[src/hw/rtl/fshd_pkg.sv]
package fshd_pkg;

  // Default build values
  localparam int MAX_HOLD_DEF    = 64;
  localparam int SAMPLE_BITS_DEF = 24;
  localparam int FRAC_BITS_DEF   = 16;

  // Register widths fixed by the register map
  localparam int HF_BITS       = 7;
  localparam int CFG_IDX_BITS  = 2;
  localparam logic [HF_BITS-1:0] HOLD_FACTOR_RST = HF_BITS'(1);

  // Register indexes
  localparam logic [CFG_IDX_BITS-1:0] REG_HOLD_FACTOR = CFG_IDX_BITS'(0);
  localparam logic [CFG_IDX_BITS-1:0] REG_HOLD_FRAC   = CFG_IDX_BITS'(1);

endpackage

[src/hw/rtl/fshd_core.sv]
module fshd_core #(
  parameter int MAX_HOLD    = fshd_pkg::MAX_HOLD_DEF,
  parameter int SAMPLE_BITS = fshd_pkg::SAMPLE_BITS_DEF,
  parameter int FRAC_BITS   = fshd_pkg::FRAC_BITS_DEF
) (
  input  logic                                clk_i,
  input  logic                                rst_ni,
  input  logic                                en_i,
  input  logic signed [SAMPLE_BITS-1:0]       sample_i,
  input  logic                                start_i,
  input  logic [fshd_pkg::HF_BITS-1:0]        hold_factor_i,
  input  logic [FRAC_BITS-1:0]                hold_frac_i,
  output logic signed [SAMPLE_BITS-1:0]       result_o
);
  import fshd_pkg::*;

  localparam int PSW = (MAX_HOLD > 1) ? $clog2(MAX_HOLD) : 1;
  localparam int PLW = $clog2(MAX_HOLD + 1);
  localparam int NW  = $clog2(MAX_HOLD + 2);
  localparam int CW  = (NW > HF_BITS) ? NW : HF_BITS;
  localparam int PW  = SAMPLE_BITS + FRAC_BITS + 2;

  logic [PSW-1:0] phase_short_q, phase_short_d;
  logic [PLW-1:0] phase_long_q, phase_long_d;
  logic signed [SAMPLE_BITS-1:0] held_short_q, held_long_q;

  logic [CW-1:0] hf_ext, max_ext, n_c;
  logic [NW-1:0] n, l, ps_inc, pl_inc;
  logic [PSW-1:0] ps;
  logic [PLW-1:0] pl;
  logic edge_s, edge_l;
  logic signed [SAMPLE_BITS-1:0] y1, y2;
  logic signed [SAMPLE_BITS:0] diff;
  logic signed [PW-1:0] diff_x, frac_x, prod, shifted;

  always_comb begin
    hf_ext  = CW'(hold_factor_i);
    max_ext = CW'(MAX_HOLD);
    n_c     = (hf_ext > max_ext) ? max_ext : hf_ext;
    n       = NW'(n_c);
    l       = n + NW'(1);

    // block start restarts both phases before this word is used
    ps = start_i ? '0 : phase_short_q;
    pl = start_i ? '0 : phase_long_q;

    edge_s = (n > NW'(1)) && (ps == '0);
    edge_l = (l > NW'(1)) && (pl == '0);

    y1 = ((n <= NW'(1)) || edge_s) ? sample_i : held_short_q;
    y2 = ((l <= NW'(1)) || edge_l) ? sample_i : held_long_q;

    diff    = {y2[SAMPLE_BITS-1], y2} - {y1[SAMPLE_BITS-1], y1};
    diff_x  = {{(FRAC_BITS + 1){diff[SAMPLE_BITS]}}, diff};
    frac_x  = {{(SAMPLE_BITS + 2){1'b0}}, hold_frac_i};
    prod    = diff_x * frac_x;
    shifted = prod >>> FRAC_BITS;   // floor toward minus infinity
    // blend lies between y1 and y2, so the low bits carry the full result
    result_o = y1 + $signed(shifted[SAMPLE_BITS-1:0]);

    ps_inc = NW'(ps) + NW'(1);
    pl_inc = NW'(pl) + NW'(1);
    phase_short_d = ((n <= NW'(1)) || (ps_inc >= n)) ? '0 : PSW'(ps_inc);
    phase_long_d  = ((l <= NW'(1)) || (pl_inc >= l)) ? '0 : PLW'(pl_inc);
  end

  always_ff @(posedge clk_i or negedge rst_ni) begin
    if (!rst_ni) begin
      phase_short_q <= '0;
      phase_long_q  <= '0;
      held_short_q  <= '0;
      held_long_q   <= '0;
    end else if (en_i) begin
      phase_short_q <= phase_short_d;
      phase_long_q  <= phase_long_d;
      // a stage holds the blended output, not the raw input
      if (edge_s) begin
        held_short_q <= result_o;
      end
      if (edge_l) begin
        held_long_q <= result_o;
      end
    end
  end

endmodule

[src/hw/rtl/fractional_sample_hold_downsampler_unit.sv]
// Fractional sample-and-hold downsampler. Takes one Q1.23 word per cycle while
// the output is not stalled and returns one word per input. The input register
// holds the accepted word, and the phase counters, hold muxes and one blend
// multiply feed the result register. The result is valid once the staged word
// advances into the result register. With the output drained, a new word is
// taken every clock; the combinational path through the blend multiplier sets
// the clock period. hold_factor and hold_frac take effect on the next word;
// write them only while no word is in flight.
module fractional_sample_hold_downsampler_unit #(
  parameter int MAX_HOLD    = fshd_pkg::MAX_HOLD_DEF,
  parameter int SAMPLE_BITS = fshd_pkg::SAMPLE_BITS_DEF,
  parameter int FRAC_BITS   = fshd_pkg::FRAC_BITS_DEF,
  parameter int CFG_DW      = (FRAC_BITS > fshd_pkg::HF_BITS) ? FRAC_BITS : fshd_pkg::HF_BITS
) (
  input  logic                                  clk_i,
  input  logic                                  rst_ni,
  input  logic                                  cfg_valid_i,
  output logic                                  cfg_ready_o,
  input  logic [fshd_pkg::CFG_IDX_BITS-1:0]     cfg_index_i,
  input  logic [CFG_DW-1:0]                     cfg_data_i,
  input  logic                                  in_valid_i,
  output logic                                  in_ready_o,
  input  logic signed [SAMPLE_BITS-1:0]         sample_in_i,
  input  logic                                  block_start_i,
  output logic                                  out_valid_o,
  input  logic                                  out_ready_i,
  output logic signed [SAMPLE_BITS-1:0]         sample_out_o
);
  import fshd_pkg::*;

  logic [HF_BITS-1:0]   hold_factor_q;
  logic [FRAC_BITS-1:0] hold_frac_q;

  logic                          s1_valid_q;
  logic signed [SAMPLE_BITS-1:0] s1_sample_q;
  logic                          s1_start_q;
  logic                          advance;
  logic signed [SAMPLE_BITS-1:0] result;

  assign cfg_ready_o = 1'b1;

  always_ff @(posedge clk_i or negedge rst_ni) begin
    if (!rst_ni) begin
      hold_factor_q <= HOLD_FACTOR_RST;
      hold_frac_q   <= '0;
    end else if (cfg_valid_i) begin
      unique case (cfg_index_i)
        REG_HOLD_FACTOR: hold_factor_q <= cfg_data_i[HF_BITS-1:0];
        REG_HOLD_FRAC:   hold_frac_q   <= cfg_data_i[FRAC_BITS-1:0];
        default: ;
      endcase
    end
  end

  // stage word moves on when the result register is free or being drained
  assign advance    = s1_valid_q && (!out_valid_o || out_ready_i);
  assign in_ready_o = !s1_valid_q || advance;

  always_ff @(posedge clk_i or negedge rst_ni) begin
    if (!rst_ni) begin
      s1_valid_q <= 1'b0;
    end else if (in_ready_o) begin
      s1_valid_q <= in_valid_i;
    end
  end

  always_ff @(posedge clk_i) begin
    if (in_ready_o && in_valid_i) begin
      s1_sample_q <= sample_in_i;
      s1_start_q  <= block_start_i;
    end
  end

  fshd_core #(
    .MAX_HOLD    (MAX_HOLD),
    .SAMPLE_BITS (SAMPLE_BITS),
    .FRAC_BITS   (FRAC_BITS)
  ) u_core (
    .clk_i         (clk_i),
    .rst_ni        (rst_ni),
    .en_i          (advance),
    .sample_i      (s1_sample_q),
    .start_i       (s1_start_q),
    .hold_factor_i (hold_factor_q),
    .hold_frac_i   (hold_frac_q),
    .result_o      (result)
  );

  always_ff @(posedge clk_i or negedge rst_ni) begin
    if (!rst_ni) begin
      out_valid_o <= 1'b0;
    end else if (advance) begin
      out_valid_o <= 1'b1;
    end else if (out_ready_i) begin
      out_valid_o <= 1'b0;
    end
  end

  always_ff @(posedge clk_i) begin
    if (advance) begin
      sample_out_o <= result;
    end
  end

  a_stage_to_out: assert property (@(posedge clk_i) disable iff (!rst_ni)
    (s1_valid_q && !out_valid_o) |=> out_valid_o)
    else $error("staged word did not reach the result register");

  a_accept_full_stage: assert property (@(posedge clk_i) disable iff (!rst_ni)
    (in_valid_i && in_ready_o && s1_valid_q) |-> advance)
    else $error("word accepted over a stalled stage");

  a_result_loaded: assert property (@(posedge clk_i) disable iff (!rst_ni)
    advance |=> (out_valid_o && (sample_out_o == $past(result))))
    else $error("result register not loaded on advance");

endmodule

[config.mk]
export PLATFORM = sky130hd
export DESIGN_NAME = fractional_sample_hold_downsampler_unit
export DESIGN_NICKNAME = d
export VERILOG_FILES = /design/src/hw/rtl/fshd_pkg.sv /design/src/hw/rtl/fshd_core.sv /design/src/hw/rtl/fractional_sample_hold_downsampler_unit.sv
export SDC_FILE = /design/constraint.sdc
export NUM_CORES = 1
export LEC_CHECK = 0
export ABC_AREA = 0
export BUFFER_PORTS_ARGS = -buffer_cell sky130_fd_sc_hd__clkbuf_2
export CORE_MARGIN = 2
export CORE_UTILIZATION = 55
export DETAILED_ROUTE_END_ITERATION = 6
export PLACE_DENSITY_LB_ADDON = 0.3
export SLEW_MARGIN = 20
export SYNTH_ARGS = -nofsm -noshare
export SYNTH_HDL_FRONTEND = slang
export SYNTH_SLANG_ARGS = --single-unit
[constraint.sdc]
create_clock -name clk_i -period 12 [get_ports clk_i]
set_clock_uncertainty 0.15 [all_clocks]
set_input_delay 0 -clock clk_i [delete_from_list [all_inputs] [get_ports clk_i]]
set_output_delay 0 -clock clk_i [all_outputs]
set_load 0.02 [all_outputs]
==> results of run 1 <==
==> sequential cells by signal, indices dropped and copies added, names as in the netlist <==
name,count
hold_factor_q,7
hold_frac_q,16
out_valid_o,1
s1_sample_q,24
s1_start_q,1
s1_valid_q,1
sample_out_o,24
u_core.held_long_q,24
u_core.held_short_q,24
u_core.phase_long_q,7
u_core.phase_short_q,6
==> synth_stat cells, types with 7 or more instances <==
cell	count	share of area (%)
a311oi_1	9	0.35
edfxtp_1	49	6.5
a21o_1	26	0.86
xnor2_1	52	2.0
buf_1	8	0.13
o21bai_1	9	0.30
mux2_2	94	4.7
clkbuf_1	93	1.5
nand2b_1	18	0.50
nand2_1	260	4.3
inv_1	501	8.3
nand3_1	52	1.2
a211oi_1	11	0.37
nor2_1	45	0.75
a22o_1	13	0.50
nor4_1	12	0.33
o21ai_0	50	1.1
mux2i_1	23	1.0
fa_1	379	34
xor2_1	31	1.2
o211ai_1	18	0.60
ha_1	167	9.2
and2_1	178	4.9
nor2b_1	37	1.0
a31oi_1	7	0.19
nor3_1	11	0.24
dfrtp_1	85	9.4
a21oi_1	63	1.4
==> worst max path at each step <==
| stage | to | cells after the start |
|---|---|---|
| after global placement | u_core.held_short_q[21] | 50 |
| after CTS | u_core.held_short_q[23] | 54 |
| after detailed placement | u_core.held_short_q[23] | 52 |
| after global routing | u_core.held_long_q[21] | 52 |
| after floorplan | u_core.held_short_q[23] | 47 |
| final | u_core.held_short_q[21] | 51 |
==> layout make-up <==
type                    instances  area [sq um]
well taps                     532           666
clock inverters                13           119
inverters                     502          1880
clock buffers                  19           475
fillers                      3129         13800
repair buffers                355          2690
multi-input cells            1643         17500
flip-flops and latches        135          3620
==> cell usage in the layout, fill, tap and decap left out, types with 14 or more instances in the layout <==
master	count
nand2b_1	18
mux2i_1	21
and2_1	176
ha_4	14
fa_1	377
ha_1	148
clkbuf_16	19
o21ai_0	35
o211ai_1	18
clkbuf_2	72
buf_4	222
nor2b_1	37
a21o_1	26
nand3_1	49
a21oi_1	44
nor2_1	40
xor2_1	28
dlygate4sd3_1	51
mux2_2	90
inv_1	495
edfxtp_1	49
a21oi_2	17
nand2_1	257
dfrtp_1	85
xnor2_1	43
==> metal layers <==
layer / up-vias / wire (um)
met2: 636 / 31300
met4: 2 / 2130
met3: 187 / 3560
li1: 7979 / -
met5: - / 14
met1: 9052 / 24000
==> cell families after synthesis <==
family / after synthesis / synth area share [%]
and+or+nand+nor: 647 / 14.3
DFF: 135 / 16.0
buffers and inverters: 609 / 10.2
adders and majority gates: 546 / 42.8
AOI/OAI and AO/OA: 248 / 7.56
other: 1 / 0.0166
muxes: 117 / 5.70
xor gates and xnor gates: 84 / 3.32
==> stage by stage <==
stage                     worst slack [ps]  instance area [sq um]  hold WS [ps]  utilization (%)  std cells
final                                  249                  26900           117             66.1       3199
after CTS                             1.24                  26100           106             64.2       3180
after global routing                  -180                  26900           113             66.1       3199
after global placement                -278                  24800          -267             60.9       3092
after floorplan                       3.43                  22600          -446                -       2387
after detailed placement              -469                  24800          -262             60.9       3092
==> timing repair <==
| action | in CTS | in global routing |
|---|---|---|
| hold buffers | 51 | 0 |
| resized for setup | 34 | 131 |
| hold endpoints to repair | 135 | 0 |
| pin swaps | 12 | 78 |
| endpoints found under the setup margin | 22 | 44 |
| setup buffers | 5 | 21 |
==> run_results.csv, run 1 <==
group,metric,value,unit
global_routing,first_global_vias,19100,
place,io_buffers,73,
global_routing,antenna_found_initial,1,
floorplan,boundaryPins,75,
setup_path,r2r-start,"hold_factor_q[0]",
floorplan,dieArea,42700,sq um
routing,wire_per_inst,19.1,um
setup_path,cp_slowest_cell,"dfstp_2",
global_routing,use_met2,51.2,%
global_routing,grtUsageMet1,37.6,%
timing,post-route-period-util,97.9,%
timing,drv_slew,0,
setup_path,worstPathArrival,11930,ps
clocking,cts_buffers,17,
routing,drt_iter0_markers,1312,
global_routing,grt.busiest_layer,"met2",
setup_path,critPathLaunch,"hold_factor_q[0]",
setup_path,rr_worst_depth,51,
hold_path,hold_class,"in -> reg",
setup_path,critPathMaxStageDelay,570,ps
setup_path,crit_family,"adder cells",
hold_path,holdCritStartpoint,"sample_in_i[18]",
clocking,cts.sinks,135,
global_routing,met3_usage,3.88,%
hold_path,min_to,"s1_sample_q[18]",
routing,first_pass_iters,5,
hold_path,whs_path_depth,2,
timing,totalNegativeSetupSlack,0,ps
timing,tightest_slew,1150,ps
logic_synthesis,syn_area,22600,sq um
cells_and_area,area_growth,19.1,%
logic_synthesis,async_flop_share,63.7,%
routing,vias,17900,
timing,fmax,85.1,MHz
setup_path,rr_endpoint,"u_core.held_short_q[21]",
global_routing,gr-usage-all-layers,29.4,%
routing,wl,61000,um
cells_and_area,nets,3248,
run,max_cap_viol_count,0,
setup_path,crit_fanout,12,
logic_synthesis,ys_warn_count,0,
timing,hold_viol,0,
place,gp_congestion,0.951,
timing,rsz0062_at_grt,"true",
clocking,clock_latency,440,ps
setup_path,cp-end-kind,"flip-flop",
global_routing,grt_overflow,0,
logic_synthesis,synth.distinct_cells,69,
global_routing,grt_max_degree,70,
logic_synthesis,syn_avg_cell_area,9.47,sq um
floorplan,fp.dieW,207,um
logic_synthesis,synth_edf_count,49,
setup_path,crit_path_start_kind,"flip-flop",
timing,period_minus_slack,11750,ps
setup_path,crit_type,"reg -> reg",
timing,setup_viol,0,
logic_synthesis,synth_nets,2981,
logic_synthesis,ys_seq_area_share,16.0,%
status,status,"finished clean",
logic_synthesis,syn_inst,2387,
logic_synthesis,ys.flop_type,"dfrtp_1",
floorplan,std_cell_rows,74,
clocking,cts_tree,"done",
clocking,cts_buffer_depth,2,
global_routing,grt_pass1_wl,97300,um
setup_path,worst-r2r-setup-slack,250,ps
routing,postRouteAntennaNets,0,
floorplan,start_util,55.5,%
timing,slew_headroom,22.8,%
routing,avgViaCountPerCell,5.58,
routing,post-route-drc-count,0,
place,hpwl,46600,um
cells_and_area,drive_gt1_share,21.2,%
floorplan,die_y,207,um
clocking,ctsHtreeMaxLevel,4,
logic_synthesis,synth_seq_cells,135,
floorplan,core_area,40700,sq um
clocking,path_clk_slew,60,ps
setup_path,required,12180,ps
clocking,root_buffer,"clkbuf_16",
cells_and_area,antenna_cells,0,
setup_path,crit_buf_inv,12,
Power of run 1 is not shown: default switching activity piles up to over one toggle a cycle in this logic, so the estimate is an artifact.
==> run 2, diff against run 1 <==
Settings changed: ABC_AREA 0 to 1.
==> run_results.csv, run 2 <==
group,metric,value,unit
status,status,"finished clean",
place,dp_cells,3389,
clocking,ctsHtreeMaxLevel,4,
routing,wire_per_inst,19.4,um
routing,vias,18900,
clocking,root_buffer,"clkbuf_16",
timing,drv_slew,0,
timing,post-route-period-util,95.3,%
floorplan,fp.dieW,207,um
clocking,cts_buffer_depth,2,
clocking,cts_tree,"done",
setup_path,crit_buf_inv,6,
timing,fmax,87.5,MHz
routing,post-route-drc-count,0,
routing,wl,67500,um
timing,period_minus_slack,11430,ps
cells_and_area,num-fill-cells,3574,
floorplan,std_cell_rows,74,
logic_synthesis,synth_common_cells,"693 x inv_1, 552 x nand2_1, 379 x fa_1",
routing,avgViaCountPerCell,5.44,
floorplan,core_area,40800,sq um
floorplan,boundaryPins,75,
place,hpwl,54100,um
timing,setup_viol,0,
logic_synthesis,synth_area_leaders,"fa_1 33%, inv_1 11%, dfrtp_1 9.4%",
setup_path,critPathMaxStageDelay,700,ps
floorplan,start_util,55.7,%
logic_synthesis,ys.flop_type,"dfrtp_1",
setup_path,cp_slowest_cell,"fa_2",
place,io_buffers,73,
logic_synthesis,async_flop_share,63.7,%
logic_synthesis,ys_seq_area_share,16.0,%
cells_and_area,area_growth,10.3,%
logic_synthesis,synth.distinct_cells,59,
cells_and_area,final_common_cell,"inv_1",
global_routing,first_global_vias,20000,
logic_synthesis,synth_top_area_cell,"fa_1",
place,gp_congestion,0.984,
timing,rsz0062_at_grt,"false",
floorplan,die_y,207,um
setup_path,crit_fanout,38,
timing,totalNegativeSetupSlack,0,ps
logic_synthesis,syn_area,22700,sq um
cells_and_area,antenna_cells,0,
timing,slew_headroom,24.4,%
setup_path,crit_family,"adder cells",
logic_synthesis,synth_seq_cells,135,
hold_path,hold_class,"in -> reg",
routing,drt_iter0_markers,1498,
logic_synthesis,synth_nets,3400,
run,max_cap_viol_count,0,
setup_path,cp-end-kind,"flip-flop",
global_routing,grt_overflow,0,
timing,tightest_slew,1130,ps
clocking,clock_latency,450,ps
floorplan,dieArea,43000,sq um
cells_and_area,drive_gt1_share,8.77,%
logic_synthesis,ys_warn_count,0,
setup_path,required,12230,ps
cells_and_area,fin_cells,3474,
logic_synthesis,yosysTopAreaCellShare,33.4,%
logic_synthesis,synth_edf_count,49,
clocking,cts_buffers,17,
cells_and_area,nets,3523,
clocking,path_clk_slew,60,ps
timing,hold_viol,0,
setup_path,worstPathArrival,11660,ps
logic_synthesis,syn_inst,2806,
logic_synthesis,yosysMostFrequentCell,"inv_1",
routing,postRouteAntennaNets,0,
clocking,cts.sinks,135,
global_routing,gr-usage-all-layers,32.5,%
global_routing,grt_pass1_wl,108000,um
global_routing,antenna_found_initial,0,
logic_synthesis,syn_avg_cell_area,8.10,sq um
cells_and_area,final_cell_mix,"691 x inv_1, 547 x nand2_1, 378 x fa_1",
routing,first_pass_iters,6,
setup_path,crit_type,"reg -> reg",
global_routing,grt_max_degree,70,
setup_path,crit_top_cell,"nand2_1",
setup_path,crit_path_start_kind,"flip-flop",
[run 2: cell count changes after synthesis, moves of 41 or more]
cell	change
inv_1	+192
a21oi_1	+41
and2_1	-178
o21ai_0	+71
mux2_2	-93
clkbuf_1	-47
nor2_1	+214
nand2_1	+292
[run 2: kinds of logic after synthesis]
family | Yosys count | share of synthesized area, %
xor gates and xnor gates | 79 | 3.26
and+or+nand+nor | 976 | 17.9
AOI/OAI and AO/OA | 296 | 7.25
other | 1 | 0.0165
muxes | 1 | 0.0495
adders and majority gates | 546 | 42.6
DFF | 135 | 16.0
buffers and inverters | 772 | 13.0
[run 2: final cells by class]
| cell class | instances | area (sq um) | share of cell area (%) |
|---|---|---|---|
| clock buffers | 19 | 443 | 1.77 |
| well taps | 532 | 666 | 2.66 |
| repair buffers | 171 | 1260 | 5.01 |
| clock inverters | 13 | 100 | 0.399 |
| inverters | 705 | 2660 | 10.6 |
| flip-flops and latches | 135 | 3620 | 14.5 |
| multi-input cells | 1899 | 16300 | 65.1 |
[run 2: worst register-to-register path: cells and delay by family, from the launching register on]
family	cells	cell delay [ps]
adders and majority gates	10	4800
and+or+nand+nor	20	3040
AOI/OAI and AO/OA	9	1590
buffers and inverters	6	720
DFF	1	560
xor gates and xnor gates	2	540
[run 2: final timing paths]
kind | start | to | slack, ps | depth (start not counted)
max in group asynchronous | rst_ni | u_core.held_short_q[5] | 10570 | 3
setup / recovery | hold_factor_q[6] | u_core.held_long_q[22] | 570 | 47
min in group asynchronous | rst_ni | u_core.held_short_q[10] | 160 | 3
hold reg to reg | u_core.held_long_q[23] | u_core.held_long_q[23] | 320 | 2
setup reg to reg | hold_factor_q[6] | u_core.held_long_q[22] | 570 | 47
hold / removal | sample_in_i[14] | s1_sample_q[14] | 120 | 2
[run 2: per-layer routing]
| layer | vias to the layer above | part of all wire [%] | track usage [%] |
|---|---|---|---|
| met5 | - | 0 | 0 |
| met4 | 0 | 4.9 | 14.3 |
| met3 | 177 | 8.7 | 6.87 |
| met2 | 827 | 47 | 53.3 |
| met1 | 9284 | 40 | 41.8 |
| li1 | 8615 | - | - |
[run 2: stage by stage]
step / hold WS [ps] / instance area [sq um] / utilization, % / worst slack, ps
2_1_floorplan: -446 / 22700 / - / 1650
3_3_place_gp: -262 / 23800 / 58.3 / 190
3_5_place_dp: -256 / 23800 / 58.3 / 149
4_1_cts: 95.7 / 24900 / 60.9 / 90.9
5_1_grt: 125 / 25100 / 61.4 / 9.58
6_report: 121 / 25100 / 61.4 / 570
[run 2: what timing repair did]
item                       4_1_cts  5_1_grt
setup buffers                    0        0
hold endpoints to repair       135        0
resized for setup                0       50
setup endpoints to repair        0       53
hold buffers                    53        0
Power of run 2 is left out for the same reason.
==> run 3, diff against run 2 <==
Clock period 12 ns to 12.36 ns, I/O delays scaled along.
==> run_results.csv, run 3 (same netlist as run 2, synthesis figures left out) <==
group,metric,value,unit
floorplan,std_cell_rows,74,
timing,totalNegativeSetupSlack,0,ps
cells_and_area,antenna_cells,0,
setup_path,worst-r2r-setup-slack,570,ps
routing,wl,67500,um
cells_and_area,drive_gt1_share,8.00,%
routing,avgViaCountPerCell,5.51,
setup_path,r2r-start,"hold_factor_q[0]",
routing,vias,19100,
timing,rsz0062_at_grt,"false",
setup_path,rr_endpoint,"u_core.held_long_q[21]",
hold_path,min_to,"s1_sample_q[9]",
routing,drt_iter0_markers,1384,
cells_and_area,stdcell_area,25000,sq um
floorplan,dieArea,43000,sq um
place,hpwl,54000,um
setup_path,cp_slowest_cell,"fa_1",
hold_path,hold_class,"in -> reg",
routing,post-route-drc-count,0,
global_routing,gr-usage-all-layers,32.7,%
routing,postRouteAntennaNets,0,
place,gp_congestion,0.997,
setup_path,crit_fanout,47,
timing,tightest_slew,1050,ps
timing,slew_headroom,29.8,%
clocking,cts_buffer_depth,2,
cells_and_area,nets,3520,
floorplan,start_util,55.7,%
timing,holdWs,116,ps
timing,setup_viol,0,
cells_and_area,area_growth,9.94,%
hold_path,whs_path_depth,2,
global_routing,grt_pass1_wl,109000,um
place,dp_cells,3389,
setup_path,crit_path_start_kind,"flip-flop",
hold_path,holdCritStartpoint,"sample_in_i[9]",
clocking,cts.sinks,135,
global_routing,grt_max_degree,62,
setup_path,critPathMaxStageDelay,560,ps
global_routing,grt_overflow,0,
setup_path,crit_type,"reg -> reg",
routing,wire_per_inst,19.5,um
cells_and_area,final_cell_mix,"692 x inv_1, 552 x nand2_1, 379 x fa_1",
timing,period_minus_slack,11790,ps
setup_path,worstPathArrival,11980,ps
clocking,cts_setup_buffers,0,
floorplan,boundaryPins,75,
clocking,path_clk_slew,70,ps
clocking,clock_latency,450,ps
clocking,cts_tree,"done",
routing,first_pass_iters,6,
timing,fmax,84.8,MHz
clocking,cts_buffers,17,
place,dpl_cell_area,23800,sq um
cells_and_area,final_common_cell,"inv_1",
timing,drv_slew,0,
floorplan,die_y,207,um
timing,post-route-period-util,95.4,%
global_routing,first_global_vias,20500,
place,io_buffers,73,
clocking,ctsHtreeMaxLevel,4,
setup_path,crit_top_cell,"nand2_1",
status,status,"finished clean",
clocking,root_buffer,"clkbuf_16",
setup_path,rr_worst_depth,54,
setup_path,required,12540,ps
run,max_cap_viol_count,0,
floorplan,fp.dieW,207,um
timing,hold_viol,0,
global_routing,antenna_found_initial,1,
floorplan,core_area,40800,sq um
cells_and_area,fin_cells,3471,
setup_path,cp-end-kind,"flip-flop",
-- run 3: cell types whose count changed in the layout (fill, tap and decap cells not counted), moves of 4 or more --
cell / before / now
a21oi_1: 98 / 103
a21oi_2: 8 / 3
dlygate4sd3_1: 53 / 49
ha_1: 162 / 167
ha_2: 5 / 0
nand2_1: 547 / 552
nand2_2: 21 / 17
o21ai_0: 117 / 121
-- run 3: routing by layer --
layer	vias to the layer above	global-route usage [%]	share of wire [%]
met4	0	17.3	5.7
met1	9424	41.6	39
met2	865	54.9	48
met5	-	0	0
met3	223	4.31	7.4
li1	8602	-	-
-- run 3: timing repair --
| action | CTS | global route |
|---|---|---|
| hold buffers | 50 | 0 |
| setup endpoints to repair | 0 | 36 |
| gates resized for setup | 0 | 12 |
| endpoints found under the hold margin | 135 | 0 |
-- run 3: metrics by stage --
step	util, %	worst slack (ps)
after floorplan	-	2010
after global placement	58.3	364
after detailed placement	58.3	346
after CTS	61.0	262
after global routing	61.2	11.3
final	61.2	568
-- run 3: area by class of cell --
cell class	count	area, sq um
Multi-Input combinational cell	1899	16200
Fill cell	3599	15800
Sequential cell	135	3620
Inverter	705	2650
Timing Repair Buffer	168	1230
Tap cell	532	666
Clock buffer	18	439
Clock inverter	14	156
-- run 3: how the worst max path moves through the flow --
| stage | startpoint | endpoint | slack [ps] | cells after the start |
|---|---|---|---|---|
| detailed placement | hold_factor_q[0] | u_core.held_long_q[20] | 350 | 53 |
| CTS | hold_factor_q[0] | u_core.held_long_q[20] | 260 | 53 |
| finish | hold_factor_q[0] | u_core.held_long_q[21] | 570 | 54 |
| global placement | hold_factor_q[0] | u_core.held_long_q[22] | 360 | 53 |
| floorplan | hold_factor_q[0] | sample_out_o[23] | 2010 | 59 |
| global route | hold_factor_q[6] | u_core.held_short_q[22] | 10 | 54 |
-- run 3: worst max-delay path: cells and delay by family (launching register included) --
family | cells | cell delay (ps)
flops | 1 | 540
buf+inv | 9 | 700
fa+ha+maj | 10 | 4450
xor+xnor | 2 | 560
compound gates | 13 | 2450
simple gates | 20 | 2790
Power of run 3 is left out for the same reason.
